`src/nc2d_ram.sv`:
```
// Generic single-clock RAM: one write port, one read port, registered read.
// No dependencies.
module nc2d_ram #(
  parameter int WIDTH = 8,
  parameter int DEPTH = 16,
  localparam int AW = $clog2(DEPTH)
) (
  input  logic             clk,
  input  logic             we,
  input  logic [AW-1:0]    waddr,
  input  logic [WIDTH-1:0] wdata,
  input  logic             re,
  input  logic [AW-1:0]    raddr,
  output logic [WIDTH-1:0] rdata
);

  logic [WIDTH-1:0] mem_r [DEPTH];
  logic [WIDTH-1:0] rdata_r;

  always_ff @(posedge clk) begin
    if (we) begin
      mem_r[waddr] <= wdata;
    end
    if (re) begin
      rdata_r <= mem_r[raddr];
    end
  end

  assign rdata = rdata_r;

endmodule

```
`config.mk`:
```
export PLATFORM = sky130hd
export DESIGN_NAME = nc2d_ram
export DESIGN_NICKNAME = d
export VERILOG_FILES = /design/src/nc2d_ram.sv
export SDC_FILE = /design/constraint.sdc
export NUM_CORES = 1
export LEC_CHECK = 0
export BUFFER_PORTS_ARGS = -buffer_cell sky130_fd_sc_hd__buf_2
export CORE_ASPECT_RATIO = 0.9
export CORE_MARGIN = 8
export CORE_UTILIZATION = 60
export DETAILED_ROUTE_END_ITERATION = 10
export PLACE_DENSITY = 0.86
export SYNTH_ARGS = -nofsm -noshare
export SYNTH_HDL_FRONTEND = slang
export SYNTH_SLANG_ARGS = --single-unit
```
`constraint.sdc`:
```
create_clock -name clk -period 1.9 [get_ports clk]
set_input_delay 0.285 -clock clk [delete_from_list [all_inputs] [get_ports clk]]
set_output_delay 0.285 -clock clk [all_outputs]
set_load 0.05 [all_outputs]
```
# Word level (Yosys, flattened, before mapping)
# Memory sizes are Yosys's and may differ from the RTL's. A register that Yosys moved wholly into a read port is not among the register bits.
# Index checks and enable logic that the tools add are counted.
[totals] register_bits=0 ram_bits=128 in_bits=19 output_inout_bits=8 elab_cells=3 n_memories=1
[mem_list] name="mem_r" words=16 width=8 rd=1 rd_clocked_by_memory_dff=1 wr=1 line_no="17" rtl="logic [WIDTH-1:0] mem_r [DEPTH];"
[op_classes] muxes=2
[ops] operator="$mux 1" n=2

# Depth between registers and ports, before layout
[depth] depth_word=2 depth_mapped=5 mapped_depth_nobuf=3

# Worst setup path after synthesis
# No wires, ideal clock.
[synth_path] path_kind="input-to-reg" from="input port waddr[2]" to="memory mem_r[0][0] (enable)" setup_time_ns=0.383 arrival_time_ns=1.395 t_required_ns=1.517 slack_ns=0.122 stages=2 n_path_buf=0 cell_sequence="or3b_2 > nor3_1"
[synth_rtl] item="start: declaration" line_no="10" rtl="input logic [AW-1:0] waddr,"
[synth_rtl] item="end: declaration" line_no="17"
# Straight into the memory's write port.

==> metrics.md <==
| Metric | Value |
|---|---|
| CTS resizes | `0` |
| Fin. max-slew vios | `0` |
| Top-count cell post-synth | `edfxtp_1` |
| Worst Max-Slew Pin Slew | `about 450 ps` |
| Number of H-tree levels | `4` |
| Worst Setup Start Kind | `flip-flop` |
| DR vias/cell | `6.00` |
| Via count | `2,509` |
| Post-route ant nets | `0` |
| CP Capture Type | `flip-flop` |
| Hold crit path type | `input pin to flip-flop` |
| Netlist Area Pre-Place | `5230 sq um` |
| Area leader, netlist | `edfxtp_1` |
| Reg2reg end | `rdata[3]$_DFFE_PP_` |
| Ys async rst share | `0` |
| Final non-filler cell total | `418` |
| Maximum clock frequency | `0.641 GHz` |
| Worst-skew pair later-pin latency | `510 ps` |
| GRT Overall Usage | `0.183` |
| Crit path max-delay family | `multiplexers` |
| DP Wirelength | `6.43 mm` |
| Most frequent cells after synthesis | `edfxtp_1, mux4_2, a22oi_1, mux4_1, nor2_1` |
| Clock Tree Root | `clkbuf_8` |
| R2R depth | `3` |
| Cell Count Post-Placement | `approximately 390` |
| Pin count of the biggest net entering global routing | `20` |
| Initial antenna violation count | `0` |
| CP Buf/Inv Count | `0` |
| Post-synthesis sequential area ratio | `0.781` |
| IO Count | `27` |
| Layout cell share with drive strength beyond 1 | `0.321` |
| Final hold viol count | `0` |
| Lkg Pwr | `2.10 nW` |
| CTS Buffer Depth | `2` |
| Total chip power | `~6.6 mW` |
| Critical path arrival | `roughly 1800 ps` |
| RSZ-0062 raised after global routing | `no` |
| Final setup viols | `0` |
| Die W | `114 microns` |
| Max transition margin | `0.699` |
| GR Overflow Total | `0` |
| Drt drc | `0` |
| Destination of the worst hold path | `mem_r[6][5]$_DFFE_PP_` |
| Outcome | `completed` |
| Routed WL per cell | `24.2 microns` |
| Max-Cap Viols | `0` |
| Diodes inserted | `0` |
| Library cells used by synthesis | `18` |
| Setup slack, reg-to-reg | `340 ps` |
| Starting Density | `0.613` |
| Ys flop type | `edfxtp_1` |
| GP Congestion | `approximately 0.74` |
| Chip Height | `105 microns` |
| Synthesized netlist cell count | `229` |
| Critical path class | `flip-flop to flip-flop` |
| Clk sink count | `136` |
| Crit-path cells | `mux4_1 > a22oi_1 > nand2_1` |
| Hold Crit Depth | `1` |
| Area contributors post-synth | `edfxtp_1, mux4_2, mux4_1` |
| Layout area overhead | `17.6%` |
| Inserted Clock Buffers | `17` |
| TritonCTS clock tree | `done` |
| Detailed Routing Iterations Pass 1 | `4` |
| Worst Min Path Start | `wdata[5]` |
| CP max stage cell | `mux4_1` |
| Die area | `~12,000 sq um` |
| Vias in the first global route | `2,587` |
| Syn Nets | `around 250` |
| Req. time, crit path | `2150 ps` |
| Final min period | `1560 ps` |
| Reg-to-Reg Start | `mem_r[8][3]$_DFFE_PP_` |
| Port bufs | `26` |
| CORE AREA | `8530 sq um` |
| TNS Setup | `0 ps` |
| 1st-iter DRT viols | `144` |
| Critical path peak fanout | `1` |
| Final period utilization | `0.821` |
| First-pass GRT wire length | `between 15 and 20 mm` |
| Synth top area share | `0.781` |
| Pwr/cell area | `1080 nW/um^2` |
| Post-CTS Setup Repair Bufs | `0` |
| Peak VDD IR | `0.000854 V` |
| # rows | `32` |
| Worst-path clk slew | `60 ps` |
| Synth warn | `0` |
| Final wirelength | `10.1 mm` |
| Register bit total from synthesis | `between 100 and 150` |
| Final Skew | `4.98 ps` |
| Post-synthesis average cell area | `22.8 sq um` |
| Fin nets | `between 300 and 400` |
| Largest stage delay on the critical path | `510 ps` |
| Post-synth EDFFs | `136` |
| Cts hold-fix bufs | `0` |
per-stage QoR:
stage	util	instance area, sq um	setup slack, ps	hold slack, ps
after floorplan	-	5230	122	384
after global placement	0.659	5620	88.4	658
after detailed placement	0.659	5620	41.9	677
after CTS	0.721	6150	317	134
after global routing	0.721	6150	259	144
final	0.721	6150	340	154
worst max path at each step:
stage / cells past startpoint / slack, ps / endpoint / from
global placement: 5 / 90 / rdata[2]$_DFFE_PP_ / raddr[0]
global route: 3 / 260 / rdata[3]$_DFFE_PP_ / mem_r[8][3]$_DFFE_PP_
detailed placement: 5 / 40 / rdata[3]$_DFFE_PP_ / raddr[0]
CTS: 3 / 320 / rdata[3]$_DFFE_PP_ / mem_r[8][3]$_DFFE_PP_
finish: 3 / 340 / rdata[3]$_DFFE_PP_ / mem_r[8][3]$_DFFE_PP_
floorplan: 2 / 120 / mem_r[0][0]$_DFFE_PP_ / waddr[2]
per-layer routing:
metal,share of wire,vias to the layer above,global-route usage
met5,0,-,0
met4,0.017,0,0.0845
met3,0.068,15,0.0547
met2,0.50,92,0.283
met1,0.42,1300,0.235
li1,-,1102,-
layout by cell type, fill, tap and decap left out:
cell        synthesis  layout
nor2_1             13      13
mux4_1             14      14
clkinv_2            0       6
bufinv_16           0       1
and2_1              1       1
nor2b_1             1       1
nor3_1              4       4
clkbuf_16           0      16
mux4_2             18      18
nand2_1             9       9
clkinv_1            0       3
clkbuf_8            0       1
clkinv_4            0       3
nand3_1             1       1
or3b_2              1       1
and2b_1             1       1
clkinvlp_4          0       2
nand3b_1            2       2
a22oi_1            16      16
edfxtp_1          136     136
buf_2               3      26
nand2b_1            2       2
buf_12              0       3
buf_4               1      19
state kept, by name, indices dropped and copies added (netlist names):
signal  cells
mem_r     128
rdata       8
report_power, final:
group | internal (mW) | switching, mW
Combinational | 0.139 | 0.223
Clock | 1.71 | 1.16
Sequential | 3.38 | 0.0212
Total | 5.23 | 1.41
final cells by class:
| type | instances | area [sq um] |
|---|---|---|
| flip-flops and latches | 136 | 4080 |
| clock inverters | 15 | 113 |
| fillers | 495 | 2380 |
| well taps | 119 | 149 |
| repair buffers | 48 | 333 |
| multi-input cells | 83 | 1060 |
| clock buffers | 17 | 414 |
logic make-up after synthesis:
logic type,Yosys count,synth area share
muxes,32,0.148
buffers and inverters,10,0.0165
AOI/OAI and AO/OA,16,0.0230
DFF,136,0.781
and+or+nand+nor,35,0.0314
No activity file was read; power rests on OpenSTA's default activity.
